==> config.mk <==
export PLATFORM = sky130hd
export DESIGN_NAME = irc_message_field_tagger_flat
export DESIGN_NICKNAME = d
export VERILOG_FILES = /design/src/design/mft_pkg.sv /design/src/design/mft_if.sv /design/src/design/irc_message_field_tagger.sv /design/src/flat_wrapper.sv
export VERILOG_INCLUDE_DIRS = /design/src /design/src/design
export SDC_FILE = /design/constraint.sdc
export NUM_CORES = 1
export LEC_CHECK = 0
export ABC_AREA = 1
export BUFFER_PORTS_ARGS = -buffer_cell sky130_fd_sc_hd__buf_2
export CORE_MARGIN = 3
export CORE_UTILIZATION = 30
export DETAILED_ROUTE_END_ITERATION = 16
export PLACE_DENSITY = 0.55
export SYNTH_ARGS = -nofsm -noshare
export SYNTH_HDL_FRONTEND = slang
export SYNTH_SLANG_ARGS = --single-unit
==> constraint.sdc <==
create_clock -name clk -period 7.8 [get_ports clk]
set_input_delay 0.39 -clock clk [delete_from_list [all_inputs] [get_ports clk]]
set_output_delay 0.39 -clock clk [all_outputs]
set_load 0.05 [all_outputs]
==> src/design/irc_message_field_tagger_macros.svh <==
// assertion macros for the irc message field tagger
// needs clk and rst_n in the scope of each use
`ifndef IRC_MESSAGE_FIELD_TAGGER_MACROS_SVH
`define IRC_MESSAGE_FIELD_TAGGER_MACROS_SVH

`ifndef SYNTHESIS
`define MFT_ASSERT_SAME(label, ante, cons, msg) \
  label: assert property (@(posedge clk) disable iff (!rst_n) (ante) |-> (cons)) \
    else $error(msg);
`define MFT_ASSERT_NEXT(label, ante, cons, msg) \
  label: assert property (@(posedge clk) disable iff (!rst_n) (ante) |=> (cons)) \
    else $error(msg);
`else
`define MFT_ASSERT_SAME(label, ante, cons, msg)
`define MFT_ASSERT_NEXT(label, ante, cons, msg)
`endif

`endif

==> src/design/mft_pkg.sv <==
// shared types, character codes and field kind codes of the irc message field tagger
// no dependencies
package mft_pkg;

  localparam int MAX_PARAMS = 15;
  localparam int CNT_W      = $clog2(MAX_PARAMS + 1);
  localparam int BYTE_W     = 8;
  localparam int KIND_W     = 3;
  localparam int IDX_W      = 4;
  localparam int NSLOT      = 3;

  localparam logic [BYTE_W-1:0] CH_NUL   = 8'h00;
  localparam logic [BYTE_W-1:0] CH_TAB   = 8'h09;
  localparam logic [BYTE_W-1:0] CH_LF    = 8'h0A;
  localparam logic [BYTE_W-1:0] CH_CR    = 8'h0D;
  localparam logic [BYTE_W-1:0] CH_SPACE = 8'h20;
  localparam logic [BYTE_W-1:0] CH_BANG  = 8'h21;
  localparam logic [BYTE_W-1:0] CH_COLON = 8'h3A;
  localparam logic [BYTE_W-1:0] CH_AT    = 8'h40;

  localparam logic [KIND_W-1:0] KIND_NICK   = 3'd0;
  localparam logic [KIND_W-1:0] KIND_USER   = 3'd1;
  localparam logic [KIND_W-1:0] KIND_HOST   = 3'd2;
  localparam logic [KIND_W-1:0] KIND_VERB   = 3'd3;
  localparam logic [KIND_W-1:0] KIND_MIDDLE = 3'd4;
  localparam logic [KIND_W-1:0] KIND_TRAIL  = 3'd5;
  localparam logic [KIND_W-1:0] KIND_END    = 3'd6;

  typedef enum logic [5:0] {
    PH_START  = 6'b000001,
    PH_PREFIX = 6'b000010,
    PH_VERB   = 6'b000100,
    PH_MIDDLE = 6'b001000,
    PH_TRAIL  = 6'b010000,
    PH_DONE   = 6'b100000
  } phase_t;

  typedef enum logic [3:0] {
    PART_NICK = 4'b0001,
    PART_USER = 4'b0010,
    PART_HOST = 4'b0100,
    PART_DROP = 4'b1000
  } part_t;

  typedef struct packed {
    logic [BYTE_W-1:0] out_byte;
    logic [KIND_W-1:0] field_kind;
    logic [IDX_W-1:0]  param_index;
    logic              token_start;
    logic              message_done;
  } result_t;

endpackage

==> src/design/mft_if.sv <==
// valid/ready channel interfaces for the message byte input and the tagged result output
// depends on mft_pkg
interface mft_in_if;
  import mft_pkg::*;

  logic              valid;
  logic              ready;
  logic [BYTE_W-1:0] in_byte;
  logic              end_of_message;

  modport source (output valid, output in_byte, output end_of_message, input ready);
  modport sink (input valid, input in_byte, input end_of_message, output ready);
endinterface

interface mft_out_if;
  import mft_pkg::*;

  logic              valid;
  logic              ready;
  logic [BYTE_W-1:0] out_byte;
  logic [KIND_W-1:0] field_kind;
  logic [IDX_W-1:0]  param_index;
  logic              token_start;
  logic              message_done;

  modport source (
    output valid, output out_byte, output field_kind, output param_index,
    output token_start, output message_done, input ready
  );
  modport sink (
    input valid, input out_byte, input field_kind, input param_index,
    input token_start, input message_done, output ready
  );
endinterface

==> src/design/irc_message_field_tagger.sv <==
// irc message field tagger: tags each kept byte of a message line by field
// depends on mft_pkg, mft_if.sv and irc_message_field_tagger_macros.svh
// One message byte is taken per input beat and the tagger state is updated in the same
// cycle; its results (a released CR, the byte itself, the end result) land in a
// three-slot result register and leave one beat per cycle while the output is ready;
// the first result is in the cycle after the input beat. A byte that gives at most one
// result is accepted every cycle while the output is ready; a byte that gives two or
// three results holds the next byte back while the result register drains. Parameter
// indexes saturate at MAX_PARAMS.
`include "irc_message_field_tagger_macros.svh"

module irc_message_field_tagger (
  input logic  clk,
  input logic  rst_n,
  mft_in_if.sink    in_ch,
  mft_out_if.source out_ch
);
  import mft_pkg::*;

  phase_t           phase_r, phase_nxt;
  part_t            part_r, part_nxt;
  logic             in_tok_r, in_tok_nxt;
  logic [CNT_W-1:0] cnt_r, cnt_nxt;
  logic             held_cr_r, held_cr_nxt;
  logic             trail_st_r, trail_st_nxt;

  logic [NSLOT-1:0] pend_r, pend_nxt;
  result_t          slot_r [NSLOT];
  result_t          slot_nxt [NSLOT];
  logic [NSLOT-1:0] emit;

  logic             in_acc, out_acc, pend_single, is_ws, do_verb;
  logic [BYTE_W-1:0] b;
  logic [NSLOT-1:0] low_bit;

  function automatic logic [CNT_W-1:0] sat_inc(input logic [CNT_W-1:0] c);
    sat_inc = (c < CNT_W'(MAX_PARAMS)) ? c + 1'b1 : c;
  endfunction

  function automatic logic [KIND_W-1:0] part_kind(input part_t p);
    unique case (p)
      PART_NICK: part_kind = KIND_NICK;
      PART_USER: part_kind = KIND_USER;
      default:   part_kind = KIND_HOST;
    endcase
  endfunction

  assign b           = in_ch.in_byte;
  assign is_ws       = (b == CH_SPACE) || ((b >= CH_TAB) && (b <= CH_CR));
  assign pend_single = (pend_r == 3'b001) || (pend_r == 3'b010) || (pend_r == 3'b100);
  assign out_acc     = out_ch.valid && out_ch.ready;
  assign in_ch.ready = (pend_r == '0) || (out_ch.ready && pend_single);
  assign in_acc      = in_ch.valid && in_ch.ready;
  assign low_bit     = pend_r & (~pend_r + 1'b1);

  // per-byte parse step
  always_comb begin
    phase_nxt    = phase_r;
    part_nxt     = part_r;
    in_tok_nxt   = in_tok_r;
    cnt_nxt      = cnt_r;
    held_cr_nxt  = held_cr_r;
    trail_st_nxt = trail_st_r;
    emit         = '0;
    do_verb      = 1'b0;
    for (int i = 0; i < NSLOT; i++) begin
      slot_nxt[i] = '0;
    end

    unique case (phase_r)
      PH_START: begin
        if (b == CH_COLON) begin
          phase_nxt = PH_PREFIX;
        end else begin
          phase_nxt = PH_VERB;
          do_verb   = 1'b1;
        end
      end
      PH_PREFIX: begin
        priority if (b == CH_SPACE) begin
          phase_nxt  = PH_VERB;
          in_tok_nxt = 1'b0;
        end else if (part_r == PART_NICK && b == CH_BANG) begin
          part_nxt   = PART_USER;
          in_tok_nxt = 1'b0;
        end else if (part_r == PART_USER && b == CH_AT) begin
          part_nxt   = PART_HOST;
          in_tok_nxt = 1'b0;
        end else if (part_r == PART_HOST && b == CH_NUL) begin
          part_nxt = PART_DROP;
        end else if (part_r != PART_DROP) begin
          emit[1]     = 1'b1;
          slot_nxt[1] = '{b, part_kind(part_r), '0, ~in_tok_r, 1'b0};
          in_tok_nxt  = 1'b1;
        end else begin
          part_nxt = part_r;
        end
      end
      PH_VERB: do_verb = 1'b1;
      PH_MIDDLE: begin
        if (b == CH_COLON || is_ws) begin
          if (in_tok_r) begin
            cnt_nxt    = sat_inc(cnt_r);
            in_tok_nxt = 1'b0;
          end
          if (b == CH_COLON) begin
            phase_nxt = PH_TRAIL;
          end
        end else begin
          emit[1]     = 1'b1;
          slot_nxt[1] = '{b, KIND_MIDDLE, IDX_W'(cnt_r), ~in_tok_r, 1'b0};
          in_tok_nxt  = 1'b1;
        end
      end
      PH_TRAIL: begin
        if (b == CH_LF) begin
          held_cr_nxt = 1'b0;
          if (trail_st_r) begin
            cnt_nxt = sat_inc(cnt_r);
          end
          trail_st_nxt = 1'b0;
          phase_nxt    = PH_DONE;
        end else begin
          if (held_cr_r) begin
            emit[0]      = 1'b1;
            slot_nxt[0]  = '{CH_CR, KIND_TRAIL, IDX_W'(cnt_r), ~trail_st_r, 1'b0};
            trail_st_nxt = 1'b1;
            held_cr_nxt  = 1'b0;
          end
          if (b == CH_CR) begin
            held_cr_nxt = 1'b1;
          end else begin
            emit[1]      = 1'b1;
            slot_nxt[1]  = '{b, KIND_TRAIL, IDX_W'(cnt_r),
                             ~(trail_st_r || held_cr_r), 1'b0};
            trail_st_nxt = 1'b1;
          end
        end
      end
      PH_DONE: phase_nxt = PH_DONE;
      default: phase_nxt = PH_START;
    endcase

    if (do_verb) begin
      if (b == CH_SPACE) begin
        phase_nxt  = PH_MIDDLE;
        in_tok_nxt = 1'b0;
      end else begin
        emit[1]     = 1'b1;
        slot_nxt[1] = '{b, KIND_VERB, '0, ~in_tok_r, 1'b0};
        in_tok_nxt  = 1'b1;
      end
    end

    if (in_ch.end_of_message) begin
      if (phase_nxt == PH_MIDDLE && in_tok_nxt) begin
        cnt_nxt = sat_inc(cnt_nxt);
      end
      if (phase_nxt == PH_TRAIL && trail_st_nxt) begin
        cnt_nxt = sat_inc(cnt_nxt);
      end
      emit[2]      = 1'b1;
      slot_nxt[2]  = '{'0, KIND_END, IDX_W'(cnt_nxt), 1'b0, 1'b1};
      phase_nxt    = PH_START;
      part_nxt     = PART_NICK;
      in_tok_nxt   = 1'b0;
      cnt_nxt      = '0;
      held_cr_nxt  = 1'b0;
      trail_st_nxt = 1'b0;
    end
  end

  always_comb begin
    pend_nxt = pend_r;
    if (in_acc) begin
      pend_nxt = emit;
    end else if (out_acc) begin
      pend_nxt = pend_r & ~low_bit;
    end
  end

  always_ff @(posedge clk) begin
    if (!rst_n) begin
      phase_r    <= PH_START;
      part_r     <= PART_NICK;
      in_tok_r   <= 1'b0;
      cnt_r      <= '0;
      held_cr_r  <= 1'b0;
      trail_st_r <= 1'b0;
      pend_r     <= '0;
    end else begin
      pend_r <= pend_nxt;
      if (in_acc) begin
        phase_r    <= phase_nxt;
        part_r     <= part_nxt;
        in_tok_r   <= in_tok_nxt;
        cnt_r      <= cnt_nxt;
        held_cr_r  <= held_cr_nxt;
        trail_st_r <= trail_st_nxt;
      end
    end
  end

  always_ff @(posedge clk) begin
    if (in_acc) begin
      for (int i = 0; i < NSLOT; i++) begin
        slot_r[i] <= slot_nxt[i];
      end
    end
  end

  // first pending slot goes out
  result_t head;
  always_comb begin
    priority if (pend_r[0]) begin
      head = slot_r[0];
    end else if (pend_r[1]) begin
      head = slot_r[1];
    end else begin
      head = slot_r[2];
    end
  end

  assign out_ch.valid        = |pend_r;
  assign out_ch.out_byte     = head.out_byte;
  assign out_ch.field_kind   = head.field_kind;
  assign out_ch.param_index  = head.param_index;
  assign out_ch.token_start  = head.token_start;
  assign out_ch.message_done = head.message_done;

  `MFT_ASSERT_NEXT(a_eom_clears, in_acc && in_ch.end_of_message, phase_r == PH_START && cnt_r == '0 && !held_cr_r, "state not cleared after end of message")
  `MFT_ASSERT_SAME(a_accept_drains, in_acc && pend_r != '0, out_acc && pend_single, "input beat taken while results still queued")
  `MFT_ASSERT_SAME(a_end_beat, out_ch.valid && out_ch.message_done, out_ch.field_kind == KIND_END && out_ch.out_byte == '0 && !out_ch.token_start, "malformed end beat")
  `MFT_ASSERT_NEXT(a_cr_held, in_acc && phase_r == PH_TRAIL && b == CH_CR && !in_ch.end_of_message, held_cr_r, "carriage return not held")

endmodule

==> src/flat_wrapper.sv <==
// flat-port wrapper written by rule: the top's interface ports become plain ports
module irc_message_field_tagger_flat import mft_pkg::*;
  (clk, rst_n, in_ch_valid, in_ch_in_byte, in_ch_end_of_message, in_ch_ready, out_ch_valid, out_ch_out_byte, out_ch_field_kind, out_ch_param_index, out_ch_token_start, out_ch_message_done, out_ch_ready);
  mft_in_if in_ch_i ();
  mft_out_if out_ch_i ();
  input logic clk;
  input logic rst_n;
  input wire logic [$bits(in_ch_i.valid)-1:0] in_ch_valid;
  input wire logic [$bits(in_ch_i.in_byte)-1:0] in_ch_in_byte;
  input wire logic [$bits(in_ch_i.end_of_message)-1:0] in_ch_end_of_message;
  output wire logic [$bits(in_ch_i.ready)-1:0] in_ch_ready;
  output wire logic [$bits(out_ch_i.valid)-1:0] out_ch_valid;
  output wire logic [$bits(out_ch_i.out_byte)-1:0] out_ch_out_byte;
  output wire logic [$bits(out_ch_i.field_kind)-1:0] out_ch_field_kind;
  output wire logic [$bits(out_ch_i.param_index)-1:0] out_ch_param_index;
  output wire logic [$bits(out_ch_i.token_start)-1:0] out_ch_token_start;
  output wire logic [$bits(out_ch_i.message_done)-1:0] out_ch_message_done;
  input wire logic [$bits(out_ch_i.ready)-1:0] out_ch_ready;
  assign in_ch_i.valid = in_ch_valid;
  assign in_ch_i.in_byte = in_ch_in_byte;
  assign in_ch_i.end_of_message = in_ch_end_of_message;
  assign in_ch_ready = in_ch_i.ready;
  assign out_ch_valid = out_ch_i.valid;
  assign out_ch_out_byte = out_ch_i.out_byte;
  assign out_ch_field_kind = out_ch_i.field_kind;
  assign out_ch_param_index = out_ch_i.param_index;
  assign out_ch_token_start = out_ch_i.token_start;
  assign out_ch_message_done = out_ch_i.message_done;
  assign out_ch_i.ready = out_ch_ready;
  irc_message_field_tagger u_core (.clk(clk), .rst_n(rst_n), .in_ch(in_ch_i), .out_ch(out_ch_i));
endmodule
==> results.py, run 1 <==
metrics = {
    "cts": {
        "cts_tree": "yes",
        "hold_buffers": 0,
        "cts_buffer_depth": 2,
        "clk_pin_slew_worst_paths_ns": 0.09,
        "htreeDepth": 2,
        "cts_setup_buffers": 0,
        "cts_resized": 0,
        "numCtsBuffers": 5,
        "clock_latency_ns": 0.30,
        "clock-sinks": 47,
        "cts-root-buf": "clkbuf_8",
    },
    "cells_and_area": {
        "multi_input_area_um2": 1560,
        "seq_area_um2": 1210,
        "nets": 445,
        "drive_gt1_share_pct": 23.3,
        "fillers": 997,
        "area_growth_pct": 13.9,
        "diodes": 0,
    },
    "logic_synthesis": {
        "ys_top_cells_by_area": "edfxtp_1, dfxtp_1, nand2_1",
        "yosys-top-cells-count": "nand2_1, nor2_1, inv_1",
        "synthesis.nets": 414,
        "synth_cell_type_count": 41,
        "synth_area_per_cell_um2": 7.55,
        "synth_cells": 398,
        "yosysTopAreaCellShare_pct": 27.0,
        "synth_most_common_cell": "nand2_1",
        "ys.flop_type": "edfxtp_1",
        "ys_seq_elements": 47,
        "ys_warn_count": 0,
        "async_flop_share_pct": 0,
        "synth_area_um2": 3010,
        "synth_edf_count": 27,
        "ys_seq_area_share_pct": 40.3,
        "synth_top_cell_by_area": "edfxtp_1",
    },
    "outcome": {
        "status": "completed",
    },
    "placement": {
        "hpwl_mm": 5.37,
        "numPortBuffers": 31,
        "routabilityCongestion": 0.852,
    },
    "worst_setup_path": {
        "crit_fanout": 32,
        "crit_arrival_ns": 3.06,
        "cp_cell_sequence": "nor2_2 -> inv_2 -> nor2_2 -> o21ai_1 -> a21oi_2 -> nand2_2 -> inv_2 -> nand3_1 -> inv_2 -> a21oi_1 -> a221oi_1",
        "cpPeakStageDelay_ns": 0.57,
        "cp.required_ns": 8.01,
        "cp-start-kind": "flip-flop",
        "critPathKind": "reg2reg",
        "end_kind": "flip-flop",
        "worst_path_most_repeated_cell": "inv_2",
        "slowest_stage": "inv_2",
    },
    "route": {
        "dr.pass1.iters": 4,
        "vias_per_cell": 4.64,
        "wl_per_cell_um": 12.2,
        "ant_nets": 0,
        "drt_wl_total_mm": 6.84,
        "first_iter_violations": 159,
        "drc": 0,
        "vias": 2594,
    },
    "sta": {
        "maxSlewViolCount": 0,
        "relSlewSlack_pct": 38.5,
        "rsz0062_at_grt": "no",
        "finalCritPeriodShare_pct": 36.5,
        "timing.fmax_ghz": 0.351,
        "skew_ns": 0.00966,
        "hold_viol": 0,
        "max_slew.worst_pin.slew_ns": 0.919,
        "min_period_ns": 2.85,
        "setup_viol": 0,
        "fin_setup_tns_ns": 0,
    },
    "global_route": {
        "grt_pass1_wl_mm": 11.8,
        "grt_start_max_net_pins": 33,
        "grt.total_usage_pct": 12.8,
        "grt_pass1_vias": 2481,
        "grt_overflow": 0,
        "antenna_found_initial": 0,
    },
    "power": {
        "power_density_nw_per_um2": 176,
        "vdd_ir_drop_max_mv": 0.0662,
        "finalPower_mw": 0.603,
        "leakage_nw": 1.48,
    },
    "floorplanning": {
        "die_area_um2": 11300,
        "die_w_um": 106,
        "core.rowCount": 35,
        "initial_core_util_pct": 31.6,
        "die_h_um": 106,
        "core_region_area_um2": 9500,
        "pin_count": 32,
    },
    "hold_path": {
        "hold_class": "in2reg",
    },
    "job": {
        "max_cap_violations": 0,
    },
}
cell usage in the layout (no fill, tap or decap), types with 12 or more instances in the layout:
cell      count
dfxtp_1      20
nand2_2      16
a21oi_1      19
nand2_1      91
nand3_1      23
nor2_2       12
nor2_1       51
buf_2        31
o21ai_0      12
inv_1        46
edfxtp_1     27
worst paths after layout:
check,slack [ns],cells after the start,start,end
max reg2reg,4.95,11,u_core.pend_r[0],u_core.part_r[2]
min reg2reg,0.50,2,u_core.phase_r[2],u_core.phase_r[2]
min,0.30,2,rst_n,u_core.phase_r[0]
max,4.95,11,u_core.pend_r[0],u_core.part_r[2]
sequential cells by signal, indices dropped and copies added, names as in the netlist:
register           count
u_core.cnt_r           4
u_core.in_tok_r        1
u_core.trail_st_r      1
u_core.phase_r         6
u_core.part_r          4
u_core.pend_r          3
u_core.slot_r         27
u_core.held_cr_r       1
layer usage:
metal  up-vias  track usage [%]  share of wire [%]
met4         0             4.72                1.4
met5         -                0                  0
met2        60             19.9                 45
met3         8             1.88                4.4
li1       1359                -                  -
met1      1167             18.1                 49
report_power, final:
group / internal [mW] / switching, mW
logic: 0.0253 / 0.0824
clock network: 0.128 / 0.0804
registers: 0.280 / 0.00692
total: 0.433 / 0.170
cell families (layout without fill, tap and decap cells):
kind of cell    after synthesis  after routing  synth area share, %
fa+ha+maj                     3              3                 1.25
simple gates                234            234                 40.2
mux                           1              1                0.333
compound gates               50             50                 9.91
flops                        47             47                 40.3
buf+inv                      63             95                 7.99
critical path: cells and delay by family, from the launching register on:
kind            cells  cell delay [ns]
buf+inv             3             0.78
simple gates        4             0.90
compound gates      4             0.59
flops               1             0.49
layout make-up:
class	instances	share of cell area [%]
multi-input combinational	288	45.4
clock buffer	6	2.12
clock inverter	2	1.75
timing repair buffer	31	4.53
tap	129	4.71
inverter	56	6.14
sequential	47	35.4
per-stage QoR:
stage / util (%) / hold WS, ns / instances / worst slack [ns] / instance area [µm²]
final: 36.1 / 0.305 / 559 / 4.95 / 3430
after global routing: 36.1 / 0.310 / 559 / 4.61 / 3430
after CTS: 36.1 / 0.301 / 559 / 4.88 / 3430
after detailed placement: 34.7 / 0.487 / 551 / 4.84 / 3290
after global placement: 34.7 / 0.483 / 551 / 4.90 / 3290
after floorplan: - / 0.459 / 398 / 5.19 / 3010
No activity file was read; power rests on OpenSTA's default activity.
==> run 2, diff against run 1 <==
- clock period: 7.8 -> 2.7 ns (I/O delays scaled with it)
==> results.py, run 2 (synthesis results as in run 1) <==
metrics = {
    "job": {
        "max_cap_violations": 0,
    },
    "global_route": {
        "grt_start_max_net_pins": 31,
        "antenna_found_initial": 0,
        "grt.total_usage_pct": 12.9,
        "grt_overflow": 0,
        "grt_pass1_vias": 2565,
        "grt_pass1_wl_mm": 11.9,
    },
    "floorplanning": {
        "die_area_um2": 11300,
        "initial_core_util_pct": 31.6,
        "core.rowCount": 35,
        "pin_count": 32,
        "die_h_um": 106,
        "core_region_area_um2": 9500,
        "die_w_um": 106,
    },
    "worst_setup_path": {
        "cp-start-kind": "flip-flop",
        "cpPeakStageDelay_ns": 0.36,
        "slowest_stage": "dfxtp_4",
        "cp.required_ns": 2.76,
        "crit_fanout": 4,
        "cp_cell_sequence": "nor2_4 -> and2_4 -> nand2_4 -> nand2_4 -> nand2_2 -> mux2i_1 -> nand2_2 -> nand2_4 -> ha_4 -> nand3_4 -> nand3b_1 -> nand2_4 -> ha_4 -> inv_2 -> nor2_4 -> a21oi_2 -> a21oi_2",
        "end_kind": "flip-flop",
        "worst_path_most_repeated_cell": "nand2_4",
        "critPathKind": "reg2reg",
        "r2r_cells": 17,
        "crit_arrival_ns": 2.64,
    },
    "sta": {
        "fin_setup_tns_ns": 0,
        "min_period_ns": 2.58,
        "maxSlewViolCount": 0,
        "finalCritPeriodShare_pct": 95.5,
        "relSlewSlack_pct": 65.0,
        "setup_viol": 0,
        "skew_ns": 0.00745,
        "finalWorstSetupSlack_ns": 0.121,
        "hold_viol": 0,
        "max_slew.worst_pin.slew_ns": 0.520,
        "timing.fmax_ghz": 0.388,
    },
    "cts": {
        "clock-sinks": 47,
        "clock_latency_ns": 0.30,
        "numCtsBuffers": 5,
        "clk_pin_slew_worst_paths_ns": 0.09,
        "cts_tree": "yes",
        "hold_buffers": 0,
        "htreeDepth": 2,
        "cts_buffer_depth": 2,
        "cts-root-buf": "clkbuf_8",
    },
    "cells_and_area": {
        "stdcell_count": 579,
        "layout_commonest_cell": "nand2_1",
        "drive_gt1_share_pct": 29.1,
        "final_area_um2": 3630,
        "largest_registers": "u_core.slot_r: 27 flops, u_core.phase_r: 6 flops",
        "diodes": 0,
        "largest_reg_flops": 27,
        "area_growth_pct": 20.6,
        "final_cell_mix": "nand2_1, nor2_1, inv_1",
        "largest_register": "u_core.slot_r",
        "nets": 465,
    },
    "placement": {
        "numPortBuffers": 31,
        "hpwl_mm": 5.50,
        "routabilityCongestion": 0.886,
        "post-place-cells": 562,
        "placed_area_um2": 3380,
        "dpl_worst_slack_ns": -0.00551,
    },
    "route": {
        "wl_per_cell_um": 12.8,
        "dr.pass1.iters": 4,
        "drc": 0,
        "vias_per_cell": 4.64,
        "vias": 2685,
        "first_iter_violations": 141,
        "drt_wl_total_mm": 7.40,
        "ant_nets": 0,
    },
    "power": {
        "power_density_nw_per_um2": 434,
        "leakage_nw": 1.58,
        "vdd_ir_drop_max_mv": 0.189,
    },
    "hold_path": {
        "min_path_cells": 2,
        "hold_class": "in2reg",
    },
    "outcome": {
        "status": "completed",
    },
}
-- run 2: cell type report --
class / instances / area (µm²)
Clock inverter: 3 / 20.0
Clock buffer: 5 / 68.8
Multi-Input combinational cell: 288 / 1640
Timing Repair Buffer: 51 / 305
Inverter: 56 / 210
Sequential cell: 47 / 1220
Fill cell: 981 / 5880
Tap cell: 129 / 161
-- run 2: timing repair --
action	in CTS	in global routing
setup endpoints to repair	3	4
pin swaps	1	12
setup buffers	0	9
resized for setup	3	21
-- run 2: worst max-delay path, delay by kind of cell, from the launching register on --
kind                     cells  cell delay (ns)
AND/OR/NAND/NOR             11             1.13
multiplexers                 1             0.18
flip-flops                   1             0.36
AO/OA/AOI/OAI                2             0.27
adder cells (fa/ha/maj)      2             0.32
buffers and inverters        1             0.08
-- run 2: where the power goes --
| part | total, mW | switching [mW] | internal, mW |
|---|---|---|---|
| sequential | 0.828 | 0.0207 | 0.807 |
| combinational | 0.322 | 0.242 | 0.0803 |
| clock | 0.426 | 0.245 | 0.181 |
-- run 2: final timing paths --
check                                        from                   end  slack, ns
worst max-delay path            u_core.phase_r[0]  u_core.slot_r[0][39]       0.12
worst min-delay path                        rst_n     u_core.phase_r[0]       0.06
worst max register to register  u_core.phase_r[0]  u_core.slot_r[0][39]       0.12
worst min register to register  u_core.phase_r[4]     u_core.phase_r[4]       0.50
-- run 2: stage by stage --
step / power, mW / hold WS [ns] / utilization [%]
CTS: 1.59 / 0.0586 / 36.6
floorplan: 1.08 / 0.204 / -
detailed placement: 1.17 / 0.377 / 35.5
global route: 1.65 / 0.0667 / 38.2
finish: 1.58 / 0.0640 / 38.2
global placement: 1.16 / 0.357 / 35.5
-- run 2: layer usage --
| layer | vias to the layer above | track usage (%) | part of all wire [%] | wire length, µm |
|---|---|---|---|---|
| met5 | - | 0 | 0 | 0 |
| met4 | 0 | 4.07 | 1.7 | 125 |
| met3 | 8 | 2.25 | 3.5 | 262 |
| met2 | 55 | 21.4 | 48 | 3520 |
| met1 | 1218 | 17.1 | 47 | 3490 |
| li1 | 1404 | - | - | - |
